### src/ipv6f_pkg.sv
// ipv6f_pkg: shared types, character codes and helpers of the ipv6 text formatter
// no dependencies
package ipv6f_pkg;

  localparam int GROUP_COUNT = 8;
  localparam int GROUP_W     = 16;
  localparam int GIDX_W      = $clog2(GROUP_COUNT);
  localparam int RUN_W       = $clog2(GROUP_COUNT + 1);
  localparam int CHAR_W      = 7;

  localparam logic [RUN_W-1:0] MIN_RUN   = RUN_W'(2);
  localparam logic [RUN_W-1:0] RUN_LIMIT = RUN_W'(GROUP_COUNT);
  localparam logic [GIDX_W-1:0] LAST_GROUP = GIDX_W'(GROUP_COUNT - 1);

  localparam logic [CHAR_W-1:0] CH_COLON = 7'h3A;
  localparam logic [CHAR_W-1:0] CH_NUL   = 7'h00;
  localparam logic [CHAR_W-1:0] CH_ZERO  = 7'h30;
  localparam logic [CHAR_W-1:0] CH_UPPER = 7'h41;
  localparam logic [CHAR_W-1:0] CH_LOWER = 7'h61;

  typedef enum logic [2:0] {
    ST_IDLE,
    ST_SCAN,
    ST_PLAN,
    ST_DIGIT,
    ST_COLON,
    ST_DC1,
    ST_DC2,
    ST_TERM
  } state_t;

  // position of the leading nonzero digit, zero for a zero group
  function automatic logic [1:0] lead_pos(input logic [GROUP_W-1:0] g);
    logic [1:0] p;
    if (g[15:12] != 4'h0) p = 2'd3;
    else if (g[11:8] != 4'h0) p = 2'd2;
    else if (g[7:4] != 4'h0) p = 2'd1;
    else p = 2'd0;
    return p;
  endfunction

  function automatic logic [CHAR_W-1:0] hex_char(input logic [3:0] d, input logic upper);
    logic [CHAR_W-1:0] c;
    if (d < 4'd10) c = CH_ZERO + {3'b000, d};
    else c = (upper ? CH_UPPER : CH_LOWER) + {3'b000, d} - 7'd10;
    return c;
  endfunction

endpackage

### src/ipv6_compressed_text_formatter.sv
// ipv6_compressed_text_formatter: ipv6 address to compressed text, one character per transfer
// depends on ipv6f_pkg
//
// channel  signals                                          role
// in       in_valid in_ready addr_upper addr_lower
//          append_terminator                                one address per transfer
// out      out_valid out_ready out_char last_char           one character per transfer
// cfg      cfg_valid cfg_ready cfg_data                     uppercase_digits register
//
// an address passes through a take step, the zero run scan (one group a cycle
// through one compare unit) and a planning step, then leaves as n characters (2 to 40),
// one character a cycle from the output register while out is not stalled.
// a stall on out holds the sequencer; in_ready is high only between addresses.
// rst is synchronous; it clears the sequencer and output valid and sets uppercase.
module ipv6_compressed_text_formatter (
  input  logic                             clk,
  input  logic                             rst,
  input  logic                             in_valid,
  output logic                             in_ready,
  input  logic [63:0]                      addr_upper,
  input  logic [63:0]                      addr_lower,
  input  logic                             append_terminator,
  output logic                             out_valid,
  input  logic                             out_ready,
  output logic [ipv6f_pkg::CHAR_W-1:0]     out_char,
  output logic                             last_char,
  input  logic                             cfg_valid,
  output logic                             cfg_ready,
  input  logic                             cfg_data
);

  localparam int GW  = ipv6f_pkg::GROUP_W;
  localparam int IW  = ipv6f_pkg::GIDX_W;
  localparam int RW  = ipv6f_pkg::RUN_W;

  ipv6f_pkg::state_t state, state_next;

  logic [127:0]  addr;
  logic          term;
  logic          upper;
  logic [IW-1:0] gi, gi_next;
  logic [1:0]    pos, pos_next;
  logic [RW-1:0] run, run_next;
  logic [IW-1:0] run_start, run_start_next;
  logic [RW-1:0] best, best_next;
  logic [IW-1:0] best_start, best_start_next;

  logic [GW-1:0] cur_grp;
  logic [GW-1:0] start_grp;
  logic [IW-1:0] sidx;
  logic          do_start;
  logic          compressed;
  logic [RW-1:0] right_start;
  logic          adv;
  logic          emit;
  logic [ipv6f_pkg::CHAR_W-1:0] ch;
  logic          ch_last;
  logic [3:0]    nib;

  assign in_ready    = (state == ipv6f_pkg::ST_IDLE);
  assign cfg_ready   = 1'b1;
  assign compressed  = (best >= ipv6f_pkg::MIN_RUN);
  assign right_start = {1'b0, best_start} + best;
  assign adv         = !out_valid || out_ready;

  assign cur_grp   = addr[(IW'(ipv6f_pkg::LAST_GROUP) - gi) * GW +: GW];
  assign start_grp = addr[(IW'(ipv6f_pkg::LAST_GROUP) - sidx) * GW +: GW];
  assign nib       = cur_grp[{pos, 2'b00} +: 4];

  // next state and sequencer counters
  always_comb begin
    state_next      = state;
    gi_next         = gi;
    pos_next        = pos;
    run_next        = run;
    run_start_next  = run_start;
    best_next       = best;
    best_start_next = best_start;
    do_start        = 1'b0;
    sidx            = gi;
    case (state)
      ipv6f_pkg::ST_IDLE: begin
        if (in_valid) begin
          state_next = ipv6f_pkg::ST_SCAN;
          gi_next    = '0;
          run_next   = '0;
          best_next  = '0;
        end
      end
      ipv6f_pkg::ST_SCAN: begin
        if (cur_grp == '0) begin
          run_next = run + RW'(1);
          if (run == '0) run_start_next = gi;
          if (run + RW'(1) > best) begin
            best_next       = run + RW'(1);
            best_start_next = (run == '0) ? gi : run_start;
          end
        end else begin
          run_next = '0;
        end
        if (gi == ipv6f_pkg::LAST_GROUP) state_next = ipv6f_pkg::ST_PLAN;
        else gi_next = gi + IW'(1);
      end
      ipv6f_pkg::ST_PLAN: begin
        do_start = 1'b1;
        sidx     = '0;
      end
      ipv6f_pkg::ST_DIGIT: begin
        if (adv) begin
          if (pos != 2'd0) begin
            pos_next = pos - 2'd1;
          end else if (gi == ipv6f_pkg::LAST_GROUP) begin
            state_next = term ? ipv6f_pkg::ST_TERM : ipv6f_pkg::ST_IDLE;
          end else if (compressed && (gi + IW'(1) == best_start)) begin
            state_next = ipv6f_pkg::ST_DC1;
          end else begin
            state_next = ipv6f_pkg::ST_COLON;
          end
        end
      end
      ipv6f_pkg::ST_COLON: begin
        if (adv) begin
          do_start = 1'b1;
          sidx     = gi + IW'(1);
        end
      end
      ipv6f_pkg::ST_DC1: begin
        if (adv) state_next = ipv6f_pkg::ST_DC2;
      end
      ipv6f_pkg::ST_DC2: begin
        if (adv) begin
          if (right_start == ipv6f_pkg::RUN_LIMIT) begin
            state_next = term ? ipv6f_pkg::ST_TERM : ipv6f_pkg::ST_IDLE;
          end else begin
            do_start = 1'b1;
            sidx     = right_start[IW-1:0];
          end
        end
      end
      ipv6f_pkg::ST_TERM: begin
        if (adv) state_next = ipv6f_pkg::ST_IDLE;
      end
      default: state_next = ipv6f_pkg::ST_IDLE;
    endcase
    if (do_start) begin
      gi_next = sidx;
      if (compressed && (sidx == best_start)) begin
        state_next = ipv6f_pkg::ST_DC1;
      end else begin
        state_next = ipv6f_pkg::ST_DIGIT;
        pos_next   = ipv6f_pkg::lead_pos(start_grp);
      end
    end
  end

  // character of the current step
  always_comb begin
    emit    = 1'b0;
    ch      = ipv6f_pkg::CH_NUL;
    ch_last = 1'b0;
    case (state)
      ipv6f_pkg::ST_DIGIT: begin
        emit    = 1'b1;
        ch      = ipv6f_pkg::hex_char(nib, upper);
        ch_last = (pos == 2'd0) && (gi == ipv6f_pkg::LAST_GROUP) && !term;
      end
      ipv6f_pkg::ST_COLON, ipv6f_pkg::ST_DC1: begin
        emit = 1'b1;
        ch   = ipv6f_pkg::CH_COLON;
      end
      ipv6f_pkg::ST_DC2: begin
        emit    = 1'b1;
        ch      = ipv6f_pkg::CH_COLON;
        ch_last = (right_start == ipv6f_pkg::RUN_LIMIT) && !term;
      end
      ipv6f_pkg::ST_TERM: begin
        emit    = 1'b1;
        ch      = ipv6f_pkg::CH_NUL;
        ch_last = 1'b1;
      end
      default: emit = 1'b0;
    endcase
  end

  always_ff @(posedge clk) begin
    if (rst) begin
      state     <= ipv6f_pkg::ST_IDLE;
      out_valid <= 1'b0;
      upper     <= 1'b1;
    end else begin
      state <= state_next;
      if (cfg_valid && cfg_ready) upper <= cfg_data;
      if (emit && adv) out_valid <= 1'b1;
      else if (out_ready) out_valid <= 1'b0;
    end
  end

  always_ff @(posedge clk) begin
    gi         <= gi_next;
    pos        <= pos_next;
    run        <= run_next;
    run_start  <= run_start_next;
    best       <= best_next;
    best_start <= best_start_next;
    if (in_valid && in_ready) begin
      addr <= {addr_upper, addr_lower};
      term <= append_terminator;
    end
    if (emit && adv) begin
      out_char  <= ch;
      last_char <= ch_last;
    end
  end

`ifndef ASSERT_OFF
  a_accept_scan: assert property (@(posedge clk) disable iff (rst)
    in_valid && in_ready |=> state == ipv6f_pkg::ST_SCAN && gi == '0)
    else $error("transfer in did not start the scan");

  a_dc_needs_run: assert property (@(posedge clk) disable iff (rst)
    state == ipv6f_pkg::ST_DC1 |-> best >= ipv6f_pkg::MIN_RUN)
    else $error("double colon without a zero run");

  a_run_in_range: assert property (@(posedge clk) disable iff (rst)
    state == ipv6f_pkg::ST_PLAN |-> right_start <= ipv6f_pkg::RUN_LIMIT)
    else $error("zero run past the last group");

  a_term_last: assert property (@(posedge clk) disable iff (rst)
    state == ipv6f_pkg::ST_TERM && adv |=>
      out_valid && last_char && out_char == ipv6f_pkg::CH_NUL)
    else $error("terminator not flagged as last");
`endif

endmodule
### config.mk
export PLATFORM = sky130hd
export DESIGN_NAME = ipv6_compressed_text_formatter
export DESIGN_NICKNAME = d
export VERILOG_FILES = /design/src/ipv6f_pkg.sv /design/src/ipv6_compressed_text_formatter.sv
export SDC_FILE = /design/constraint.sdc
export NUM_CORES = 1
export LEC_CHECK = 0
export BUFFER_PORTS_ARGS = -buffer_cell sky130_fd_sc_hd__buf_2
export CAP_MARGIN = 0
export CORE_MARGIN = 2
export CORE_UTILIZATION = 30
export DETAILED_ROUTE_END_ITERATION = 6
export PLACE_DENSITY = 0.48
export SETUP_SLACK_MARGIN = 0.3
export SKIP_LAST_GASP = 1
export SYNTH_ARGS = -nofsm -noshare
export SYNTH_HDL_FRONTEND = slang
export SYNTH_SLANG_ARGS = --single-unit
### constraint.sdc
create_clock -name clk -period 12.6 [get_ports clk]
set_input_delay 0.63 -clock clk [delete_from_list [all_inputs] [get_ports clk]]
set_output_delay 0.63 -clock clk [all_outputs]
set_load 0.02 [all_outputs]
==> reports/metrics.cfg <==
[hold_path]
min_from = addr_upper[57]
hp-class = in -> reg
hold_end = addr[121]$_DFFE_PP_
holdPathStages = 1

[timing]
setup_tns_ps = 0
layout_setup_ws_ps = 8890
min_period_over_period_pct = 29.4
maxSlewViolCount = 0
post-route-min-period_ps = 3710
hold_violations = 0
worst_clock_skew_ps = 9.95
tightest_slew_ps = 1140
max_freq_mhz = 270
holdWs_ps = 373
rsz0062_at_grt = false
worst_slew_margin_rel_pct = 23.8
setup_viol = 0

[yosys]
synth_warnings = 0
synth_area_sq_mm = 0.00763
async_flop_share_pct = 0
synthCells = 470
yosysUniqueCellTypes = 74
ys_ff_latch = 161
yosysSeqAreaShare_pct = 62.4
synthFlopType = edfxtp_1
synth_edf_count = 154
syn_area_per_cell_sq_um = 16.2
syn_nets = 618

[detailed_routing]
dr.pass1.iters = 6
drt_iter0_drc = 328
antenna_left = 0
vias = 4687
drc_errors = 0
via_per_inst = 4.90
wl_per_cell_um = 20.0
wl_mm = 19.1

[clock_network]
clk_pin_slew_worst_paths_ps = 60
clock-sinks = 161
root_buffer = clkbuf_16
postCtsHoldBufs = 0
ctsResizeCount = 0
cts-buffers-inserted = 17
htreeDepth = 4
cts_buffer_depth = 2
clock_latency_ps = 430
cts_tree = built
postCtsSetupBuffers = 0

[grt]
grt_pass1_vias = 5069
antenna_found_initial = 0
grt_max_degree = 81
grt_pass1_wl_mm = 29.2
grt_usage_pct = 14.8
globalRoute.totalOverflow = 0

[placed_design]
gp_congestion = 0.856
dp_hpwl_mm = 14.6
io_buffers = 144
dp_slack_ps = 8970

[power_and_ir_drop]
p_total_mw = 2.30
ir_drop_mv = 0.115
p_leak_nw = 3.34
cellPowerDensity_mw_per_mm2 = 248

[run]
cap_violations = 0

[floorplanning]
die_area_sq_mm = 0.0267
rows = 58
core_area_sq_mm = 0.0251
initial_core_util_pct = 30.4
io_pins = 146
die_w_um = 164
die_h_um = 164

[cells_and_area]
final_cell_mix = edfxtp_1 (154), buf_2 (144), nor2_1 (22)
finalNetCount = 762
drive_above_1_share_pct = 34.9
final_util_pct = 36.9
fillers = 2426
mostFrequentLayoutCell = edfxtp_1
antenna_cells = 0
syn_to_final_growth_pct = 21.5

[critical_path]
r2r_slack_ps = 8890
worst_setup_path_end_kind = register
r2r_end = pos[1]$_DFF_P_
critPathSlowestCell = and2_1
worstPathCellList = ha_1 -> inv_1 -> fa_1 -> xor2_2 -> o211ai_1 -> o211ai_2 -> and2_1 -> xor2_1 -> o41ai_4 -> nand2_1 -> o31a_1
path_delay_family = compound AO/OA/AOI/OAI gates
reg2reg_depth = 11
cp_max_fo = 16
crit_type = reg -> reg
start_kind = register
crit_arrival_ps = 4020
cp_slowest_stage_delay_ps = 670
r2r-start = best_start[0]$_DFFE_PP_
cp_data_required_time_ps = 12910
critical_path_buf_inv_count = 1

[outcome]
status = completed

## sequential cells by signal (all words and copies together), names as in the netlist, 2 cells and up
name        flops
addr          128
best            4
best_start      3
gi              3
out_char        7
pos             2
run             4
run_start       3
state           3
## Yosys cell counts, types with 2 or more instances
cell	instances	share of area, %
a21boi_0	2	0.20
a21oi_1	10	0.66
a21oi_2	2	0.23
a22oi_1	3	0.30
a311oi_1	2	0.23
a31oi_1	3	0.25
and2_1	4	0.33
and3_1	3	0.25
buf_2	5	0.33
buf_4	6	0.59
buf_6	5	0.74
clkbuf_1	5	0.25
dfxtp_1	7	1.8
edfxtp_1	154	61
ha_1	12	2.0
inv_1	12	0.59
mux2_2	3	0.44
mux2i_1	21	2.8
mux4_1	18	6.2
mux4_2	18	5.3
nand2_1	20	0.98
nand2b_1	5	0.41
nand3_1	10	0.66
nand3b_1	3	0.30
nand4_1	4	0.33
nor2_1	22	1.1
nor2b_1	5	0.41
nor3_1	2	0.13
nor3b_1	2	0.20
nor4_1	17	1.4
o2111ai_1	8	0.92
o211ai_1	3	0.30
o21ai_0	12	0.79
o21ai_1	4	0.26
o22a_1	2	0.23
o31a_1	4	0.46
or4_1	8	0.79
xnor2_1	4	0.46
xor2_1	5	0.57
## worst max-delay path by stage
| stage | start | endpoint | depth (start not counted) |
|---|---|---|---|
| 6_report | best_start[0]$_DFFE_PP_ | pos[1]$_DFF_P_ | 11 |
| 5_1_grt | gi[1]$_DFFE_PP_ | pos[0]$_DFF_P_ | 11 |
| 3_3_place_gp | best_start[0]$_DFFE_PP_ | pos[1]$_DFF_P_ | 11 |
| 2_1_floorplan | state[1]$_SDFFE_PP0P_ | addr[0]$_DFFE_PP_ | 5 |
| 3_5_place_dp | best_start[0]$_DFFE_PP_ | pos[1]$_DFF_P_ | 11 |
| 4_1_cts | best_start[0]$_DFFE_PP_ | pos[1]$_DFF_P_ | 11 |
## cell type report
class / instances / area [sq um] / share of cell area (%)
clock buffer: 17 / 425 / 4.59
sequential: 161 / 4760 / 51.4
multi-input combinational: 273 / 2650 / 28.6
tap: 330 / 413 / 4.45
timing repair buffer: 147 / 743 / 8.02
inverter: 14 / 55.1 / 0.594
clock inverter: 15 / 220 / 2.37
## through the flow
stage / instance area, sq um / cells
floorplan: 7630 / 470
global placement: 8630 / 925
detailed placement: 8630 / 925
CTS: 9270 / 957
global route: 9270 / 957
finish: 9270 / 957
## where the power goes
part	internal [mW]	switching [mW]
registers	0.779	0.122
logic	0.355	0.483
clock network	0.338	0.222
## kinds of logic (layout without fill, tap and decap cells)
logic type,after synthesis,after routing,synth area share (%)
flops,161,161,62.4
simple gates,114,114,8.41
compound gates,74,74,7.95
mux,61,61,14.8
buf+inv,36,193,2.85
fa+ha+maj,13,13,2.23
xor+xnor,10,10,1.25
other cells,1,1,0.0491
## metal layers
layer | routed length, um | part of all wire [%] | GRT usage, %
met5 | 0 | 0 | 0
met4 | 216 | 1.1 | 4.63
met1 | 8260 | 43 | 18.7
met3 | 873 | 4.6 | 3.38
met2 | 9780 | 51 | 25.4
Power figures use the tool's default switching activity.
